**src/hdl/frapq_pkg.sv**
```systemverilog
// Shared types, constants and width helpers for the Fenwick range-add block.
package frapq_pkg;

  localparam int IDX_W           = 11;
  localparam int DATA_W          = 32;
  localparam int SIZE_W          = 11;
  localparam int SIZE_RESET      = 1024;
  localparam int MAX_ENTRIES_DEF = 1024;
  localparam int QUEUE_DEPTH     = 2;

  localparam logic FUNC_ADD   = 1'b0;
  localparam logic FUNC_QUERY = 1'b1;

  // Work kinds handed from the front end to the walk engine
  typedef enum logic [1:0] {
    OP_ADD   = 2'd0,
    OP_QUERY = 2'd1,
    OP_ZERO  = 2'd2
  } op_t;

  typedef struct packed {
    op_t               op;
    logic              first_ok;
    logic              end_ok;
    logic [IDX_W-1:0]  first_idx;
    logic [IDX_W-1:0]  end_idx;
    logic [DATA_W-1:0] amount;
  } item_t;

  // Width of a walk position: holds any input index, the table size and p | (p+1)
  function automatic int walk_width(int max_entries);
    int aw;
    aw = $clog2(max_entries);
    return (aw > IDX_W) ? (aw + 1) : (IDX_W + 1);
  endfunction

endpackage

```
**src/hdl/frapq_front.sv**
```systemverilog
// Front end: accepts requests, checks indexes against the active size, classifies.
module frapq_front import frapq_pkg::*; #(
  parameter  int MAX_ENTRIES = MAX_ENTRIES_DEF,
  localparam int PW          = walk_width(MAX_ENTRIES)
) (
  input  logic                     in_valid,
  output logic                     in_stall,
  input  logic                     in_func,
  input  logic [IDX_W-1:0]         in_first_index,
  input  logic [IDX_W-1:0]         in_end_index,
  input  logic signed [DATA_W-1:0] in_amount,
  input  logic [PW-1:0]            eff_size,
  input  logic                     clearing,
  input  logic                     q_full,
  output logic                     push,
  output item_t                    push_item
);

  logic first_ok;
  logic end_ok;
  logic keep;

  assign first_ok = {{(PW-IDX_W){1'b0}}, in_first_index} < eff_size;
  assign end_ok   = {{(PW-IDX_W){1'b0}}, in_end_index} < eff_size;

  // Drop an add whose two update points both fall outside the table
  assign keep     = (in_func == FUNC_QUERY) || first_ok || end_ok;

  assign in_stall = q_full || clearing;
  assign push     = in_valid && !in_stall && keep;

  always_comb begin
    push_item.first_ok  = first_ok;
    push_item.end_ok    = end_ok;
    push_item.first_idx = in_first_index;
    push_item.end_idx   = in_end_index;
    push_item.amount    = in_amount;
    if (in_func == FUNC_QUERY) begin
      push_item.op = first_ok ? OP_QUERY : OP_ZERO;
    end else begin
      push_item.op = OP_ADD;
    end
  end

endmodule

```
**config.mk**
```make
export PLATFORM = sky130hd
export DESIGN_NAME = frapq_front
export DESIGN_NICKNAME = d
export VERILOG_FILES = /design/src/hdl/frapq_pkg.sv /design/src/hdl/frapq_front.sv
export SDC_FILE = /design/constraint.sdc
export NUM_CORES = 1
export LEC_CHECK = 0
export BUFFER_PORTS_ARGS = -buffer_cell sky130_fd_sc_hd__buf_4
export CORE_UTILIZATION = 35
export DETAILED_ROUTE_END_ITERATION = 6
export PLACE_DENSITY = 0.9
export REMOVE_ABC_BUFFERS = 1
export SYNTH_ARGS = -nofsm -noshare
export SYNTH_HDL_FRONTEND = slang
export SYNTH_SLANG_ARGS = --single-unit
```
**constraint.sdc**
```tcl
create_clock -name vclk -period 3.3
set_input_delay 0.33 -clock vclk [all_inputs]
set_output_delay 0.33 -clock vclk [all_outputs]
set_load 0.03 [all_outputs]
```
; ---- After elaboration in Yosys (flattened, before gate mapping)
; Cells that the tools add are included.
[word_totals]
memories = 0
ram_bits = 0
inputBits = 70
register_bits = 0
output_inout_bits = 60
rom_bits = 0
latchBits = 0
[op_classes]
mul = 0
shift = 0
n_eq_ne = 0
n_addsub = 0
order_cmp = 2
bitwise_logic = 0
muxes = 2
reduce_logical = 6
div = 0
[ops]
columns = cell, n
row1 = 11-bit by 12-bit less-than comparator with 1-bit output, 2
row2 = 2-bit two-way mux, 2
row3 = 1-bit logical OR, 3
row4 = 1-bit logical AND, 2
row5 = 1-bit logical NOT, 1

; ---- Longest topological paths before layout
; Gate-level depths: netlist of the first run.
[depth]
ltp_word = 4
depth_mapped = 7
depth_no_buf = 7

; ---- Worst setup path before layout of the first run
; OpenSTA, ideal clock, no wires.
[synth_path]
path_type = input-to-output
startpoint = input port eff_size[5]
endpoint = output port push
path_buffers = 0
setup_slack_ns = 1.278
t_arrival_ns = 1.692
required_time_ns = 2.970
stages = 7
path_cell_list = inv_1 ha_1 a211o_1 a21oi_1 o22ai_1 a21oi_1 o311a_1
[synth_via]
elab_chain_len = 4
word_cells_on_any_way = 5
[synth_rtl]
columns = element, line
row1 = start: declaration, frapq_front.sv:12  ; input logic [PW-1:0] eff_size,
row2 = 11-bit by 12-bit less-than comparator with 1-bit output, frapq_front.sv:23  ; assign first_ok = {{(PW-IDX_W){1'b0}}, in_first_index} < eff_size;
row3 = named net first_ok, frapq_front.sv:19  ; logic first_ok;
row4 = 1-bit logical OR (2 in a row), frapq_front.sv:27  ; assign keep = (in_func == FUNC_QUERY) || first_ok || end_ok;
row5 = 1-bit logical AND, frapq_front.sv:30  ; assign push = in_valid && !in_stall && keep;
row6 = end: declaration, frapq_front.sv:15  ; output logic push,
; The timed path passes the listed nets, and every way through them passes these cells.

; ---- Worst setup path after layout of the first run
[layout_path]
startpoint = input port eff_size[5]
endpoint = output port push
[layout_via]
elab_chain_len = 4
word_cells_on_any_way = 5
[layout_rtl]
columns = element, line
row1 = 11-bit by 12-bit less-than comparator with 1-bit output, frapq_front.sv:23
row2 = 1-bit logical OR, frapq_front.sv:27
row3 = 1-bit logical OR *, frapq_front.sv:27
row4 = 1-bit logical AND *, frapq_front.sv:30
; Every way passes the cells marked *; elsewhere a longest branch is shown, timed or not.

==> out/results.tsv, run 1 <==
metric	value	unit
holdCritPathClass	input port to primary output	
dr.pass1.iters	4	
setup_viol	0	
antenna_left	0	
drt_iter0_markers	4	
synthTopCellsByArea	buf_4, ha_1, inv_1	
synth-seq-area-share	0	%
yosys.area.top_type	buf_4	
crit_path_max_fanout	4	
drc	0	
period_share	68.8	%
cts_hold_buf	0	
via_per_inst	5.09	
die_w	53.8	µm
startpoint	eff_size[5]	
netlist_area	938	µm²
seq_cells	0	
fillers	255	
post-route-util	42.0	%
relSlewSlack	78.9	%
grt_pass1_vias	719	
final_cell_mix	buf_4, ha_1, inv_1, nor2_1, nor3_1	
finalNonFillerCells	161	
dp_cells	161	
area_growth	12.0	%
dp_hpwl	3160	µm
design_area	0.00105	mm²
fin_tns_setup	0	ns
final-hold-violation-count	0	
total_power	0.169	mW
layout_commonest_cell	buf_4	
rsz0062_at_grt	no	
ys_warn_count	0	
overflow	0	
totalWireLength	3410	µm
post_cts_buffers	0	
die_h	53.8	µm
holdWs	0.660	ns
gp_congestion	0.822	
power.leakage	0.603	nW
initial_utilization	37.5	%
ios	130	
cp.required	2.97	ns
core	0.00250	mm²
end_kind	primary output	
synth_cells	121	
finalMaxSlewViolations	0	
grt_pass1_wl	4200	µm
dieArea	0.00289	mm²
tightest_slew	0.313	ns
grt_antenna_before_repair	0	
setup_ws	1.03	ns
crit_path_start_kind	input port	
multi_input_area	473	µm²
fin_crit	2.27	ns
max_cap_violations	0	
grtUsageTotal	22.0	%
wire_per_inst	21.2	µm
row_count	18	
max_freq	440	MHz
port_buffers	66	
grt_max_degree	5	
drive_gt1_share	51.9	%
setup.worst_path.class	input port to primary output	
antenna_cells	0	
powerDensity	161	mW/mm²
ff_latch_area	0	µm²
ys_types	22	
nClkBuffers	0	
worstPathArrival	1.94	ns
route.vias.total	819	
ir_drop	0.0876	mV
synth_top_area_share	44.8	%
status	complete, no violations	
synth.avg_cell_area	7.76	µm²
hold_start	in_amount[25]	
fin_nets	223	
cts_repair_resize_count	0	
post-place-ws	1.06	ns
placed_area	0.00105	mm²
-- final cells by class --
cell class         count  share of cell area, %
multi-input cells     53                   45.0
well taps             30                   3.57
inverters             12                   4.29
repair buffers        66                   47.1
-- Yosys cell counts, types with 2 or more instances --
library cell,count
a21o_1,2
nand4b_1,2
nor3_1,4
a211o_1,2
inv_1,12
a21oi_1,3
ha_1,20
o21ai_0,2
nor2_1,4
nand2b_1,2
buf_4,56
a211oi_1,2
-- report_power, final --
group          leakage [nW]  internal, mW  switching (mW)
sequential                0             0               0
combinational         0.603        0.0795          0.0893
clock                     0             0               0
total                 0.603        0.0795          0.0893
-- cells by family (layout without fill, tap and decap cells) --
logic type	Yosys count	count (layout)	share of synthesized area [%]
fa+ha+maj	20	20	26.7
simple gates	18	18	11.9
compound gates	15	15	11.9
buf+inv	68	78	49.6
-- metal layers --
layer	up-vias	GRT usage (%)	routed length [µm]
li1	379	-	-
met5	-	0	0
met4	0	4.82	106
met2	94	35.4	1530
met1	338	17.7	924
met3	8	24.9	847
-- final timing paths --
| kind | endpoint | cells after the start |
|---|---|---|
| max | push | 9 |
| min | push_item[25] | 0 |
-- worst max-delay path: stages --
cell and delay (ns):
buf_4 0.10, inv_1 0.07, ha_1 0.25, a211o_1 0.30, a21oi_1 0.17, o22ai_1 0.10, a21oi_1 0.26, o311a_1 0.22
buf_4 0.16
(Power assumes the default switching activity.)
==> inputs of run 2 (changes only) <==
--- a/config.mk
+++ b/config.mk
@@ -5,10 +5,11 @@
 export SDC_FILE = /design/constraint.sdc
 export NUM_CORES = 1
 export LEC_CHECK = 0
+export ABC_AREA = 1
 export BUFFER_PORTS_ARGS = -buffer_cell sky130_fd_sc_hd__buf_4
-export CORE_UTILIZATION = 35
+export CORE_UTILIZATION = 34
 export DETAILED_ROUTE_END_ITERATION = 6
-export PLACE_DENSITY = 0.9
+export PLACE_DENSITY = 0.85
 export REMOVE_ABC_BUFFERS = 1
 export SYNTH_ARGS = -nofsm -noshare
 export SYNTH_HDL_FRONTEND = slang
==> constraint.sdc (replaced) <==
create_clock -name vclk -period 2.2
set_input_delay 0.22 -clock vclk [all_inputs]
set_output_delay 0.22 -clock vclk [all_outputs]
set_load 0.03 [all_outputs]
==> run 2 against run 1 <==
Compared with the run above: the flow now finishes with violations (DRC); first-iteration DRC count grew to 9.0 times the previous value; core utilization is 1.6 points lower; die area increased by 11%; count of clock-buffer cells in the layout stayed put; via count rose by 12%; sequential share of layout area did not move; routed wire length shrank 6.6%; area after synthesis is 8.7% higher; highest routed layer is now met3.
==> out/results.tsv, run 2 <==
metric	value	unit
status	finished with violations	
violations	DRC	
synth_top_area_share	41.2	%
path_delay_family	simple AND/OR/NAND/NOR gates	
worstPathArrival	1.45	ns
die_w	56.8	µm
max_freq	600	MHz
drt_iter0_markers	36	
cts_repair_resize_count	0	
hold_start	in_amount[2]	
post_cts_buffers	0	
row_count	19	
gp_congestion	0.741	
final_cell_mix	buf_4, nand2_1, inv_1, ha_1, a21oi_1	
crit_path_start_kind	input port	
route.vias.total	918	
cp.required	1.98	ns
wire_per_inst	15.9	µm
core	0.00281	mm²
fillers	308	
grt_pass1_vias	770	
whs_path_depth	0	
fin_crit	1.67	ns
area_growth	11.2	%
synthTopCellsByArea	buf_4, ha_1, nand2_1	
setup.worst_path.class	input port to primary output	
crit_path_max_fanout	2	
dr.pass1.iters	6	
path_cells	buf_4, ha_1, inv_1, nor3_2, inv_1, nor2_1, nand2_1, nand2_1, nand3_1, nand2_1, inv_1, buf_4	
synth_commonest_cells	buf_4, nand2_1, inv_1	
yosysMostFrequentCell	buf_4	
drive_gt1_share	42.0	%
ir_drop	0.0805	mV
seq_cells	0	
ff_latch_area	0	µm²
ios	130	
final-hold-violation-count	0	
synth.avg_cell_area	6.41	µm²
path_buf_inv	5	
yosys.area.top_type	buf_4	
dieArea	0.00322	mm²
initial_utilization	36.4	%
setup_viol	0	
cpPeakStageDelay	0.26	ns
cp_slowest_cell	ha_1	
synth_cells	159	
grt_antenna_before_repair	0	
max_cap_violations	0	
grt_pass1_wl	4240	µm
total_power	0.259	mW
rsz0062_at_grt	no	
die_h	56.8	µm
via_per_inst	4.59	
nClkBuffers	0	
finalNonFillerCells	200	
drc	20	
multi_input_area	490	µm²
relSlewSlack	88.6	%
port_buffers	66	
period_share	75.7	%
powerDensity	228	mW/mm²
layout_commonest_cell	buf_4	
totalWireLength	3190	µm
antenna_left	0	
dp_hpwl	2960	µm
end_kind	primary output	
grt_max_degree	5	
synth-seq-area-share	0	%
overflow	0	
ys_types	11	
fin_tns_setup	0	ns
antenna_cells	0	
cts_hold_buf	0	
tightest_slew	0.170	ns
power.leakage	0.741	nW
hold_end	push_item[2]	
ys_warn_count	0	
holdCritPathClass	input port to primary output	
post-route-util	40.4	%
fin_nets	261	
finalMaxSlewViolations	0	
grtUsageTotal	18.4	%
netlist_area	0.00102	mm²
dp_cells	200	
run 2: changes by cell type after synthesis, moves of 3 or more:
| cell | before | now |
|---|---|---|
| nand2_1 | 0 | 33 |
| a21oi_1 | 3 | 8 |
| inv_1 | 12 | 28 |
| nor3_1 | 4 | 0 |
| nand3_1 | 0 | 3 |
run 2: how the worst max path moves through the flow:
stage	endpoint	depth (start not counted)	startpoint
finish	push	12	in_end_index[10]
global route	push	13	eff_size[9]
CTS	push	12	in_end_index[10]
detailed placement	push	12	in_end_index[10]
global placement	push	12	in_end_index[10]
floorplan	push_item[57]	8	eff_size[10]
run 2: kinds of logic (layout without fill, tap and decap cells):
kind of cell,Yosys count,after routing,synth area share [%]
buf+inv,85,95,51.9
simple gates,46,46,19.6
fa+ha+maj,20,20,24.5
compound gates,8,8,3.93
run 2: final cells by class:
class	instances	share of cell area (%)
Inverter	29	9.60
Multi-Input combinational cell	74	43.3
Timing Repair Buffer	66	43.7
Tap cell	31	3.42
run 2: power breakdown:
part | switching [mW] | total [mW] | internal (mW)
registers | 0 | 0 | 0
clock network | 0 | 0 | 0
logic | 0.142 | 0.259 | 0.117
total | 0.142 | 0.259 | 0.117
run 2: metal layers:
metal	global-route usage [%]	up-vias	part of all wire, %
met5	0	-	0
met1	18.3	380	34
met3	17.1	0	23
met4	0	0	0
met2	30.4	88	43
li1	-	450	-
run 2: per-stage QoR:
stage	area [µm²]	hold WS, ns	worst slack, ns
global placement	1130	0.440	0.482
detailed placement	1130	0.440	0.495
CTS	1130	0.440	0.487
floorplan	599	0.440	0.523
finish	1130	0.440	0.535
global route	1130	0.440	0.373
