[config.mk]
export PLATFORM = sky130hd
export DESIGN_NAME = frapq_queue
export DESIGN_NICKNAME = d
export VERILOG_FILES = /design/src/hdl/frapq_pkg.sv /design/src/hdl/frapq_queue.sv
export SDC_FILE = /design/constraint.sdc
export NUM_CORES = 1
export LEC_CHECK = 0
export BUFFER_PORTS_ARGS = -buffer_cell sky130_fd_sc_hd__buf_2
export CAP_MARGIN = 10
export CORE_MARGIN = 8
export CORE_UTILIZATION = 52
export CTS_CLUSTER_DIAMETER = 40
export CTS_CLUSTER_SIZE = 10
export DETAILED_ROUTE_END_ITERATION = 10
export PLACE_DENSITY = 0.81
export SYNTH_ARGS = -nofsm -noshare
export SYNTH_HDL_FRONTEND = slang
export SYNTH_SLANG_ARGS = --single-unit
[constraint.sdc]
create_clock -name clk -period 4.4 [get_ports clk]
set_input_delay 0.44 -clock clk [delete_from_list [all_inputs] [get_ports clk]]
set_output_delay 0.44 -clock clk [all_outputs]
set_load 0.02 [all_outputs]
[src/hdl/frapq_pkg.sv]
// Shared types, constants and width helpers for the Fenwick range-add block.
package frapq_pkg;

  localparam int IDX_W           = 11;
  localparam int DATA_W          = 32;
  localparam int SIZE_W          = 11;
  localparam int SIZE_RESET      = 1024;
  localparam int MAX_ENTRIES_DEF = 1024;
  localparam int QUEUE_DEPTH     = 2;

  localparam logic FUNC_ADD   = 1'b0;
  localparam logic FUNC_QUERY = 1'b1;

  // Work kinds handed from the front end to the walk engine
  typedef enum logic [1:0] {
    OP_ADD   = 2'd0,
    OP_QUERY = 2'd1,
    OP_ZERO  = 2'd2
  } op_t;

  typedef struct packed {
    op_t               op;
    logic              first_ok;
    logic              end_ok;
    logic [IDX_W-1:0]  first_idx;
    logic [IDX_W-1:0]  end_idx;
    logic [DATA_W-1:0] amount;
  } item_t;

  // Width of a walk position: holds any input index, the table size and p | (p+1)
  function automatic int walk_width(int max_entries);
    int aw;
    aw = $clog2(max_entries);
    return (aw > IDX_W) ? (aw + 1) : (IDX_W + 1);
  endfunction

endpackage

[src/hdl/frapq_queue.sv]
// Short request queue between the front end and the walk engine.
module frapq_queue import frapq_pkg::*; (
  input  logic  clk,
  input  logic  rst_n,
  input  logic  push,
  input  item_t push_item,
  output logic  full,
  input  logic  pop,
  output logic  valid,
  output item_t head
);

  localparam int PTR_W = (QUEUE_DEPTH > 1) ? $clog2(QUEUE_DEPTH) : 1;
  localparam int CNT_W = $clog2(QUEUE_DEPTH + 1);

  item_t             mem_r [QUEUE_DEPTH];
  logic [PTR_W-1:0]  wr_ptr_r, wr_ptr_nxt;
  logic [PTR_W-1:0]  rd_ptr_r, rd_ptr_nxt;
  logic [CNT_W-1:0]  cnt_r, cnt_nxt;

  assign full  = cnt_r == CNT_W'(QUEUE_DEPTH);
  assign valid = cnt_r != '0;
  assign head  = mem_r[rd_ptr_r];

  always_comb begin
    wr_ptr_nxt = wr_ptr_r;
    rd_ptr_nxt = rd_ptr_r;
    cnt_nxt    = cnt_r;
    if (push) begin
      wr_ptr_nxt = (wr_ptr_r == PTR_W'(QUEUE_DEPTH-1)) ? '0 : wr_ptr_r + PTR_W'(1);
    end
    if (pop) begin
      rd_ptr_nxt = (rd_ptr_r == PTR_W'(QUEUE_DEPTH-1)) ? '0 : rd_ptr_r + PTR_W'(1);
    end
    if (push && !pop) begin
      cnt_nxt = cnt_r + CNT_W'(1);
    end else if (pop && !push) begin
      cnt_nxt = cnt_r - CNT_W'(1);
    end
  end

  always_ff @(posedge clk) begin
    if (!rst_n) begin
      wr_ptr_r <= '0;
      rd_ptr_r <= '0;
      cnt_r    <= '0;
    end else begin
      wr_ptr_r <= wr_ptr_nxt;
      rd_ptr_r <= rd_ptr_nxt;
      cnt_r    <= cnt_nxt;
    end
  end

  always_ff @(posedge clk) begin
    if (push) begin
      mem_r[wr_ptr_r] <= push_item;
    end
  end

endmodule

* Word level (Yosys, flattened, before mapping)
Memory sizes are Yosys's and may differ from the RTL's. A register that Yosys moved wholly into a read port is not among the register bits.
Cells that the tools add are included.
** Storage, ports and cells
- Output and inout bits :: 60
- Memories :: 1
- Bits in writable memories :: 116
- Input port bits :: 62
- Word-level logic and storage cells :: 23
- Register bits :: 4
** Operators by class
- Muxes and demuxes :: 8
- Equality and inequality tests :: 1
- Add/subtract/negate cells :: 4
- Reduce and logical (&&, ||, !) cells :: 6
** Memory list
- mem_r :: words 2, bits a word 58, rd ports 1, clocked after memory_dff 1, write ports 1, line frapq_queue.sv:16 : item_t mem_r [QUEUE_DEPTH];
** Operators by type and width (count)
- two-way mux 1 bit :: 6
- two-way mux 2 bit :: 2
- nonzero test 2 bit :: 2
- adder 1 bit (second input constant) :: 2
- adder 2 x 1 -> 2 bit (second input constant) :: 1
- == test 2 bit (second input constant) :: 1
- logical AND 1 bit :: 2
- zero test 1 bit :: 2
- subtractor 2 x 1 -> 2 bit (second input constant) :: 1

* Depth between registers and ports, before layout
Gate-level depths: netlist of the first run.
- Depth after elaboration :: 4
- Mapped depth :: 5
- Depth with buffers taken out :: 5

* Worst setup path after synthesis of the first run
No wires, ideal clock.
- Path type :: input to register
- Start point :: input push
- End point :: memory mem_r[0][0] in the netlist's numbering (enable)
- Required time :: 3.918 ns
- Arrival :: 3.029 ns
- Path slack :: 0.889 ns
- Cell stages on the path :: 1
- Cell sequence :: nor2b_1
** Between the ends
- Word-level cells in the longest chain between the ends :: 2
** RTL lines
- from (decl) :: line frapq_queue.sv:5 : input logic push,
- two-way mux 1 bit :: line frapq_queue.sv:55 : if (push) begin
- two-way mux 1 bit (implied by the code) :: line frapq_queue.sv:56 : mem_r[wr_ptr_r] <= push_item;
- to (decl) :: line frapq_queue.sv:16
No other way between the ends.

==> summary.md, run 1 <==
| Metric | Value |
|---|---|
| Clock power frac | 44.5% |
| Worst-path fanout max | 58 |
| Busiest grt layer | met2 |
| Worst EP required | around 4000 ps |
| First DRT Iteration DRCs | 127 |
| Final hold slack | 139.3 ps |
| Sinks on Clock Net | about 120 |
| Mux cell area share after synthesis | between 15 and 20% |
| Drt total wl | approximately 8000 microns |
| DIE HEIGHT | 108.8 microns |
| Tot Pwr | 2.999 mW |
| Post-synthesis adder-cell area fraction | 0.2794% |
| Post-CTS setup buffer count | 0 |
| # IOs | 122 |
| Sw frac | 20.94% |
| Layout cells sized above 1 | 60.00% |
| ANT cells | 0 |
| Grt met3 use | 6.147% |
| Hold Fails Final Rpt | 0 |
| CP startpoint kind | flop |
| Post-synth EDFFs | 116 |
| Final #Nets | approximately 400 |
| Sequential element share of the synthesized area | roughly four fifths |
| Largest net degree at the start of global routing | 59 |
| Area Growth Syn to Fin | 29.06% |
| Pwr per Cell Area | 519.0 mW/mm^2 |
| Tightest Hold Check Type | input pin to flop |
| Antenna violation net count after detailed routing | 0 |
| Dominant cell type by area after synthesis | edfxtp_1 |
| Complex-gate fraction of the synthesized area | less than 1% |
| Initial antenna violation count | 0 |
| Initial Util | 52.37% |
| First-pass GRT wire length | 12000 microns |
| GRT Total Usage | 13.52% |
| Routed len/inst | roughly 17 microns |
| Util after Layout | 67.59% |
| Fill cell count | between 500 and 600 |
| GRT overflow | 0 |
| Final non-filler cell total | ~460 |
| MaxCap Viol Count | 0 |
| Peak VDD IR | a little under 0.0003 V |
| # DRC | 0 |
| Met2 global-route usage | 21.45% |
| CTS tree | built |
| I/O Buffers | around 120 |
| Post-Synth Simple-Gate Area | 1.313% |
| Post-Syn Area | 0.004478 sq mm |
| Highest clock rate | about 400 MHz |
| Synth area leaders | edfxtp_1 (78%), mux2_2 (9.6%), mux2_4 (6.7%) |
| Die Wd | 108.8 microns |
| Slew headroom | a little under a third |
| Die Area | 0.01184 sq mm |
| Period utilization | 55.94% |
| Tmin final | ~2500 ps |
| Drt pass-1 iters | 4 |
| XOR/XNOR share of the synthesized area | 0.5868% |
| Dpl cell area | ~0.0052 sq mm |
| Setup TNS | 0 ps |
| Worst-Margin Slew | 1035 ps |
| TritonCTS buffer count | 17 |
| GR Layer Usage met1 | between 10% and 20% |
| RSZ-0062 raised after global routing | no |
| Max Slew Vio Count | 0 |
| GPL Wtd Cong | 0.6590 |
| Status | complete, no violations |
| Synth warnings | 0 |
| Floorplan core area | 0.008551 sq mm |
| Clock Skews | 6.205 ps |
| Net load switching power | 628.2 uW |
| Sequential power share | approximately 46% |
| DP HPWL | between 5000 and 6000 microns |
| Worst-skew pair later-pin latency | about 490 ps |
| Setup ws final | 1939 ps |
| Vias/cell | 4.913 |
| Clk buf depth | 2 |
| Post-CTS sizing | 0 |
| FP Rows | 34 |
| Critical Path End Type | output pin |
| Logic pwr share | between 9 and 10% |
| Critical Path AT | 2020 ps |
| Synth cell types | 19 |
| Area share of the largest cell type after synthesis | 77.79% |
| Largest family of logic cells by synthesized area | multiplexers |
| Leading cell types by count after synthesis | edfxtp_1 (116), mux2_2 (38), mux2_4 (20) |
| Critical path class | flop to output pin |
| Dpl cells | 427 |
| Count leader, synth | edfxtp_1 |
| Dpl ws | 2148 ps |
| Top_reg_cell synth | edfxtp_1 |
| Leak | approximately 2.3 nW |
| Clock transition at the registers of the reported paths | 50 ps |
| Syn Inst Count | 202 |
| Hold_buf cts | 0 |
| Fraction of registers with async set/reset | 0% |
| Syn Nets | between 200 and 300 |
| Root Buffer | clkbuf_8 |
| Seq cells post-synth | ~120 |
| Final setup viols | 0 |
| Via Count | about 2.3k |
| Total internal power | 2.371 mW |
| Number of global-route vias before repair | about 2.4k |
| Fin area | 0.005779 sq mm |
| Synthesized area per cell | 22.17 sq um |
| CTS H-Tree Depth | 4 |
[layer usage]
metal  share of wire (%)  vias up
met2                  50       93
met3                 8.4        7
li1                    -     1067
met5                   0        -
met1                  41     1083
met4                0.76        0
[state kept, by name, indices dropped and copies added (netlist names), named ones only]
name      count
mem_r       116
wr_ptr_r      1
rd_ptr_r      1
cnt_r         2
[placed cells by master (no fill, tap or decap), drive strengths merged]
cell	netlist	final
a21boi	1	1
and2b	1	1
and2	4	4
edfxtp	116	116
buf	6	123
clkinv	0	7
nor2b	2	2
inv	1	1
clkinvlp	0	1
dfxtp	5	5
clkbuf	0	19
or2	1	1
or3	1	1
mux2	58	58
ha	1	1
xnor2	1	1
xor2	2	2
o21ai	1	1
o21a	1	1
bufinv	0	4
[final timing paths]
check	from	to	slack, ps	cells after the start
hold / removal	push_item[39]	mem_r[0][39]$_DFFE_PP_	140	1
hold reg to reg	cnt_r[1]$_SDFFE_PN0P_	cnt_r[1]$_SDFFE_PN0P_	530	2
setup reg to reg	wr_ptr_r$_SDFFE_PN0P_	mem_r[0][45]$_DFFE_PP_	2430	2
setup / recovery	flop	head[49]	1940	2
[logic make-up (layout without fill, tap and decap cells)]
logic type                 count (synthesis)  count (layout)
and+or+nand+nor                            9               9
muxes                                     58              58
xor gates and xnor gates                   3               3
DFF                                      121             121
buffers and inverters                      7             155
adders and majority gates                  1               1
AOI/OAI and AO/OA                          3               3
[layout make-up]
| cell class | instances | area (sq um) | area share (%) |
|---|---|---|---|
| repair buffers | 123 | 620.6 | 10.74 |
| inverters | 1 | 3.754 | 0.06495 |
| clock buffers | 19 | 421.7 | 7.296 |
| clock inverters | 12 | 156.4 | 2.706 |
| flip-flops and latches | 121 | 3587 | 62.07 |
| multi-input cells | 74 | 854.6 | 14.79 |
| well taps | 108 | 135.1 | 2.338 |
[critical path, stage by stage, from the launching register on]
cell and delay [ps]:
dfxtp_4 920, mux2_2 430, buf_2 160
[power by group through the flow]
stage / clock [mW] / sequential [mW] / combinational, mW
3_5_place_dp: 0 / 1.39 / 0.298
4_1_cts: 1.36 / 1.37 / 0.299
5_1_grt: 1.41 / 1.38 / 0.315
2_1_floorplan: 0 / 1.37 / 0.213
3_3_place_gp: 0 / 1.39 / 0.293
6_report: 1.33 / 1.37 / 0.294
Power figures use the tool's default switching activity.
==> inputs of run 2 (changes only) <==
==> constraint.sdc (replaced) <==
create_clock -name clk -period 2.5 [get_ports clk]
set_input_delay 0.25 -clock clk [delete_from_list [all_inputs] [get_ports clk]]
set_output_delay 0.25 -clock clk [all_outputs]
set_load 0.02 [all_outputs]
==> run 2 against run 1 <==
Compared with the run above:
- first-iteration DRC count fell by 3.1%
- routed wire length rose by 11%
- sequential cell count did not move
- combinational power rose by 120%
- global-route usage rose by 1.7 points
- critical endpoint unchanged
- highest routed layer unchanged
==> summary.md, run 2 (same netlist as run 1, synthesis figures left out) <==
| Metric | Value |
|---|---|
| Highest clock rate | 478.9 MHz |
| Leak | 2.492 nW (+10%) |
| Die Wd | 108.8 microns (unchanged) |
| Commonest cells after routing, fill and taps aside | buf_2 (121), edfxtp_1 (116), dlygate4sd3_1 (59) |
| Total internal power | 3.963 mW (+67%) |
| # DRC | 0 (unchanged) |
| Clock power frac | 41.6% (-2.9 points) |
| Period utilization | 83.53% |
| Tightest Hold Check Type | input pin to flop |
| Worst-skew pair later-pin latency | 490 ps (about the same) |
| CTS H-Tree Depth | 4 (unchanged) |
| Logic pwr share | 12.3% (+2.5 points) |
| TritonCTS buffer count | 17 (unchanged) |
| Antenna violation net count after detailed routing | 0 (unchanged) |
| # IOs | 122 (unchanged) |
| Max reg flops | 116 (unchanged) |
| Dpl cells | 431 (+0.94%) |
| Fill cell count | 502 (-13%) |
| Slew headroom | 65.68% (+35 points) |
| Storage cell area | 0.003587 sq mm (unchanged) |
| Multi-input logic area | 854.6 sq um (unchanged) |
| Critical path's top delay family | flip-flops |
| HP Start | pop |
| Final setup viols | 0 (unchanged) |
| Largest regs | mem_r x116, cnt_r x2 |
| Net load switching power | 1.202 mW (+91%) |
| MaxCap Viol Count | 0 (unchanged) |
| DP HPWL | 5528 microns (+4.9%) |
| GPL Wtd Cong | 0.6486 (-1.6%) |
| Tmin final | 2088 ps |
| Tot Pwr | 5.165 mW (+72%) |
| Routed len/inst | 16.87 microns (-2.1%) |
| Peak VDD IR | 0.0005478 V (+86%) |
| I/O Buffers | 121 (unchanged) |
| First-pass GRT wire length | 13500 microns (+13%) |
| Clk buf depth | 2 (unchanged) |
| Initial antenna violation count | 0 (unchanged) |
| Status | complete, no violations |
| Most common cell after layout, fill and taps aside | buf_2 |
| Dpl cell area | 0.005244 sq mm (+0.82%) |
| RSZ-0062 raised after global routing | no |
| Crit-path slowest cell | dfxtp_4 |
| Largest Register | mem_r |
| Via Count | 2512 (+12%) |
| Largest net degree at the start of global routing | 39 (-34%) |
| Number of global-route vias before repair | 2812 (+16%) |
| First DRT Iteration DRCs | 123 (-3.1%) |
| Root Buffer | clkbuf_8 |
| GRT overflow | 0 (unchanged) |
| Vias/cell | 4.821 (-1.9%) |
| Worst R2R Start | wr_ptr_r$_SDFFE_PN0P_ |
| Cell Chain, Critical Path | buf_4 -> mux2_2 -> buf_2 |
| Initial Util | 52.37% (unchanged) |
| Critical Path End Type | output pin |
| GRT Total Usage | 15.25% (+1.7 points) |
| DIE HEIGHT | 108.8 microns (unchanged) |
| Worst EP required | 2250 ps (-1710 ps) |
| Sequential power share | 46.1% (+0.4 points) |
| Hold Fails Final Rpt | 0 (unchanged) |
| Critical Path AT | 1840 ps (-180 ps) |
| Worst-Margin Slew | 514.8 ps (-520.3 ps) |
| Max Slew Vio Count | 0 (unchanged) |
| Setup TNS | 0 ps (unchanged) |
| Slowest Stage Delay on Critical Path | 480 ps (-440 ps) |
| Area Growth Syn to Fin | 42.39% |
| Critical path class | flop to output pin |
| CTS tree | built |
| Fin area | 0.006376 sq mm (+10%) |
| Final non-filler cell total | 521 (+14%) |
| Sinks on Clock Net | 121 (unchanged) |
| CP Buf/Inv Count | 2 (+1) |
| Drt total wl | 8791 microns (+11%) |
| Final #Nets | 464 (+16%) |
| Layout cells sized above 1 | 53.51% (-6.5 points) |
| CP startpoint kind | flop |
| FP Rows | 34 (unchanged) |
| Clock Skews | 3.502 ps (-2.703 ps) |
| Sw frac | 23.28% (+2.3 points) |
| Drt pass-1 iters | 4 (unchanged) |
| Worst-path fanout max | 16 (-72%) |
| Floorplan core area | 0.008551 sq mm (unchanged) |
| Die Area | 0.01184 sq mm (unchanged) |
| ANT cells | 0 (unchanged) |
| Pwr per Cell Area | 810.1 mW/mm^2 (+56%) |
| Clock transition at the registers of the reported paths | 50 ps (about the same) |
## run 2: cell types whose count changed in the layout (fill, tap and decap cells not counted), sizes merged
| cell | delta |
|---|---|
| clkbuf | -2 |
| buf | +4 |
| dlygate4sd3 | +59 |
| clkinvlp | +6 |
| clkinv | -3 |
| bufinv | -3 |
| inv | +2 |
## run 2: path summary, 6_finish.rpt
check | slack, ps | endpoint | cells past startpoint
worst max-delay path | 410 | head[49] | 3
worst min register to register | 540 | cnt_r[1]$_SDFFE_PN0P_ | 2
worst min-delay path | 120 | flop | 3
worst max register to register | 1160 | mem_r[1][34]$_DFFE_PP_ | 2
## run 2: layout make-up
type                       count  area share [%]
sequential                   121           56.26
timing repair buffer         186           19.66
multi-input combinational     74           13.40
clock buffer                  17           6.495
tap                          108           2.119
clock inverter                14           2.002
inverter                       1         0.05887
## run 2: power groups by stage
stage / registers, mW / logic, mW / clock network [mW]
4_1_cts: 2.38 / 0.638 / 2.19
3_5_place_dp: 2.42 / 0.566 / 0
2_1_floorplan: 2.41 / 0.376 / 0
3_3_place_gp: 2.42 / 0.555 / 0
5_1_grt: 2.39 / 0.681 / 2.27
6_report: 2.38 / 0.635 / 2.15
## run 2: repair_timing
action | in CTS | in global routing
hold buffers | 59 | 0
buffers inserted | 0 | 0
hold endpoints to repair | 118 | 0
gates resized for setup | 0 | 0
## run 2: metal layers
metal	share of wire, %	vias up	GRT usage [%]	wire length (microns)
met5	0	-	0	0
met4	0.96	0	5.376	84
met3	9.8	8	7.210	864
met2	51	97	26.02	4487
met1	38	1215	16.25	3355
li1	-	1192	-	-
## run 2: tightest hold or removal path: cells and delay by family
| family | cells | cell delay [ps] |
|---|---|---|
| simple gates | 1 | 150 |
| buf+inv | 1 | 100 |
| xor+xnor | 1 | 70 |
## run 2: metrics by stage
| stage | util (%) | hold WS [ps] | worst slack, ps |
|---|---|---|---|
| after CTS | 74.57 | 97.78 | 383.3 |
| after global placement | 61.33 | 438.0 | 926.5 |
| after floorplan | - | 348.9 | 229.5 |
| after global routing | 74.57 | 110.7 | 333.7 |
| final | 74.57 | 119.5 | 411.8 |
| after detailed placement | 61.33 | 441.2 | 917.5 |
==> inputs of run 3 (changes only) <==
--- a/config.mk
+++ b/config.mk
@@ -5,14 +5,15 @@
 export SDC_FILE = /design/constraint.sdc
 export NUM_CORES = 1
 export LEC_CHECK = 0
+export ABC_AREA = 1
 export BUFFER_PORTS_ARGS = -buffer_cell sky130_fd_sc_hd__buf_2
 export CAP_MARGIN = 10
 export CORE_MARGIN = 8
-export CORE_UTILIZATION = 52
+export CORE_UTILIZATION = 47
 export CTS_CLUSTER_DIAMETER = 40
 export CTS_CLUSTER_SIZE = 10
 export DETAILED_ROUTE_END_ITERATION = 10
-export PLACE_DENSITY = 0.81
+export PLACE_DENSITY = 0.78
 export SYNTH_ARGS = -nofsm -noshare
 export SYNTH_HDL_FRONTEND = slang
 export SYNTH_SLANG_ARGS = --single-unit
==> constraint.sdc (replaced) <==
create_clock -name clk -period 1.77 [get_ports clk]
set_input_delay 0.177 -clock clk [delete_from_list [all_inputs] [get_ports clk]]
set_output_delay 0.177 -clock clk [all_outputs]
set_load 0.02 [all_outputs]
==> run 3 against run 2 <==
Compared with the run above:
- the run now ends with negative setup slack left
- sequential cell count is the same
- total power grew 55%
- routed wire length rose by 25%
- area after synthesis is 0.22% higher
- largest power group is now clock
==> summary.md, run 3 <==
| Metric | Value |
|---|---|
| Initial Util | 48.57% (-3.8 points) |
| Setup ws final | -30.22 ps (-442.0 ps) |
| Leak | 2.878 nW (+15%) |
| Fraction of registers with async set/reset | 0% (unchanged) |
| CP Buf/Inv Count | 3 (+1) |
| GRT overflow | 0 (unchanged) |
| Levels on crit path | 4 (+1) |
| Synth cell types | 14 (-5) |
| GRT Total Usage | 14.45% (-0.79 points) |
| Final hold slack | 95.15 ps (-24.37 ps) |
| Synthesized area per cell | 20.87 sq um (-5.8%) |
| Max Slew Vio Count | 0 (unchanged) |
| Final #Nets | 489 (+5.4%) |
| FP Rows | 35 (+2.9%) |
| Fill cell count | 497 (-1.0%) |
| Final non-filler cell total | 568 (+9.0%) |
| ANT cells | 0 (unchanged) |
| CP startpoint kind | flop |
| CTS H-Tree Depth | 4 (unchanged) |
| Syn Inst Count | 215 (+6.4%) |
| TritonCTS buffer count | 17 (unchanged) |
| Hold Fails Final Rpt | 0 (unchanged) |
| Status | complete, but fails checks |
| Synth warnings | 0 (unchanged) |
| Critical path's top delay family | buffers and inverters |
| Floorplan core area | 0.009240 sq mm (+8.1%) |
| Vias/cell | 4.729 (-1.9%) |
| Peak VDD IR | 0.0009282 V (+69%) |
| Sinks on Clock Net | 121 (unchanged) |
| Drt total wl | 10970 microns (+25%) |
| Crit-path slowest cell | dfxtp_4 |
| Sequential element share of the synthesized area | 79.84% (-0.18 points) |
| Synth area leaders | edfxtp_1 (78%), mux2_2 (9.5%), mux2_4 (6.7%) |
| Antenna violation net count after detailed routing | 0 (unchanged) |
| Die Wd | 113.7 microns (+4.5%) |
| Area share of the largest cell type after synthesis | 77.61% (-0.17 points) |
| MaxCap Viol Count | 0 (unchanged) |
| Post-synth EDFFs | 116 (unchanged) |
| DP HPWL | 5703 microns (+3.2%) |
| R2r setup slk | 370 ps (-790 ps) |
| Number of global-route vias before repair | 2879 (+2.4%) |
| Commonest cells after routing, fill and taps aside | edfxtp_1 (116), buf_2 (72), dlygate4sd3_1 (61) |
| Sequential power share | 42.1% (-4.0 points) |
| GPL Wtd Cong | 0.6648 (+2.5%) |
| R2R Path End | mem_r[1][28]$_DFFE_PP_ |
| Worst-case reg-to-reg path depth | 3 (+1) |
| Tmin final | 1800 ps |
| Critical Path End Type | output pin |
| Count leader, synth | edfxtp_1 |
| Initial antenna violation count | 0 (unchanged) |
| RSZ-0062 raised after global routing | yes |
| Layout cells sized above 1 | 51.71% (-1.8 points) |
| Net load switching power | 1.779 mW (+48%) |
| First DRT Iteration DRCs | 95 (-23%) |
| Multi-input logic area | 942.2 sq um (+10%) |
| Largest net degree at the start of global routing | 36 (-7.7%) |
| CTS tree | built |
| Logic pwr share | 14.0% (+1.7 points) |
| Largest regs | mem_r x116, cnt_r x2 |
| Util after Layout | 77.28% (+2.7 points) |
| Worst EP required | 1590 ps (-660 ps) |
| Critical Path AT | 1620 ps (-220 ps) |
| Drt pass-1 iters | 4 (unchanged) |
| Leading cell types by count after synthesis | edfxtp_1 (116), mux2_2 (38), mux2_4 (20) |
| Worst-Margin Slew | 484.6 ps (-30.27 ps) |
| Clk buf depth | 2 (unchanged) |
| Setup TNS | -462.2 ps (-462.2 ps) |
| Hold path cells | 3 (unchanged) |
| Area Growth Syn to Fin | 59.10% |
| Sw frac | 22.27% (-1.0 points) |
| # DRC | 0 (unchanged) |
| Clock Skews | 6.155 ps (+2.652 ps) |
| Max reg flops | 116 (unchanged) |
| Die Area | 0.01293 sq mm (+9.2%) |
| Largest Register | mem_r |
| Via Count | 2686 (+6.9%) |
| Dominant cell type by area after synthesis | edfxtp_1 |
| Total internal power | 6.208 mW (+57%) |
| Post-Syn Area | 0.004488 sq mm (+0.22%) |
| Highest clock rate | approximately 560 MHz |
| Critical path class | flop to output pin |
| Clock transition at the registers of the reported paths | 50 ps (about the same) |
| I/O Buffers | 121 (unchanged) |
| Tightest Hold Check Type | input pin to flop |
| Storage cell area | 0.003587 sq mm (unchanged) |
| Dpl cells | 465 (+7.9%) |
| # IOs | 122 (unchanged) |
| Most common cell after layout, fill and taps aside | edfxtp_1 |
| Final setup viols | 34 (+34) |
| End of the critical path | head[41] |
| Top_reg_cell synth | edfxtp_1 |
| Failing checks | negative setup slack |
| Pwr per Cell Area | 1118 mW/mm^2 (+38%) |
| Seq cells post-synth | 121 (unchanged) |
| First-pass GRT wire length | 14300 microns (+5.9%) |
| Worst-skew pair later-pin latency | 490 ps (about the same) |
| Period utilization | 101.7% |
| Slowest Stage Delay on Critical Path | 360 ps (-120 ps) |
| Clock power frac | 43.9% (+2.3 points) |
| Worst-path fanout max | 7 (-9) |
| Root Buffer | clkbuf_8 |
| Cell Chain, Critical Path | buf_12 -> clkbuf_16 -> mux2_4 -> buf_6 |
| Slew headroom | 67.70% (+2.0 points) |
| Syn Nets | 278 (+4.9%) |
| Routed len/inst | 19.32 microns (+14%) |
| Worst R2R Start | wr_ptr_r$_SDFFE_PN0P_ |
| DIE HEIGHT | 113.7 microns (+4.5%) |
==> run 3: how the worst min path moves through the flow <==
| stage | end | start |
|---|---|---|
| finish | cnt_r[0]$_SDFFE_PN0P_ | push |
| global route | cnt_r[0]$_SDFFE_PN0P_ | push |
| CTS | cnt_r[0]$_SDFFE_PN0P_ | push |
| detailed placement | mem_r[0][6]$_DFFE_PP_ | push_item[6] |
| global placement | mem_r[0][14]$_DFFE_PP_ | push_item[14] |
| floorplan | mem_r[0][0]$_DFFE_PP_ | push_item[0] |
==> run 3: logic make-up (layout without fill, tap and decap cells) <==
logic type,Yosys count,in the layout,synth area share [%]
buffers and inverters,14,238,1.756
flip-flops,121,121,79.84
AO/OA/AOI/OAI,2,2,0.2228
AND/OR/NAND/NOR,19,19,1.673
multiplexers,58,58,16.23
adder cells (fa/ha/maj),1,1,0.2787
==> run 3: power by group through the flow <==
stage / Sequential [mW] / Clock [mW] / Combinational (mW)
CTS: 3.36 / 3.56 / 0.862
global placement: 3.41 / 0 / 0.713
global route: 3.37 / 3.67 / 1.18
detailed placement: 3.42 / 0 / 0.727
floorplan: 3.40 / 0 / 0.463
finish: 3.36 / 3.51 / 1.12
==> run 3: final cells by class <==
type	instances	share of cell area (%)
clock buffers	17	5.800
flip-flops and latches	121	50.24
repair buffers	198	25.28
clock inverters	15	2.751
well taps	129	2.260
multi-input cells	80	13.19
inverters	8	0.4731
==> run 3: tightest hold or removal path, stage by stage <==
cell and delay (ps):
buf_2 120, ha_1 170, a21oi_1 70
==> run 3: metrics by stage <==
step	setup slack, ps	total power, mW	instance area [sq um]
after floorplan	100.8	3.863	4499
after global placement	349.1	4.122	5316
after detailed placement	342.1	4.147	5316
after CTS	-68.62	7.779	6581
after global routing	-79.55	8.225	7141
final	-30.22	7.986	7141
==> run 3: what timing repair did <==
| action | CTS | global route |
|---|---|---|
| hold endpoints to repair | 121 | 0 |
| gates resized for setup | 9 | 128 |
| setup endpoints to repair | 46 | 54 |
| hold buffers | 61 | 0 |
| buffers inserted | 2 | 2 |
| gates cloned | 0 | 6 |
==> run 3: per-layer routing <==
| layer | up-vias | wire [microns] | GRT usage (%) |
|---|---|---|---|
| met2 | 80 | 6220 | 25.92 |
| met5 | - | 0 | 0 |
| met3 | 12 | 631 | 5.811 |
| met1 | 1333 | 3968 | 14.61 |
| met4 | 0 | 153 | 5.861 |
| li1 | 1261 | - | - |
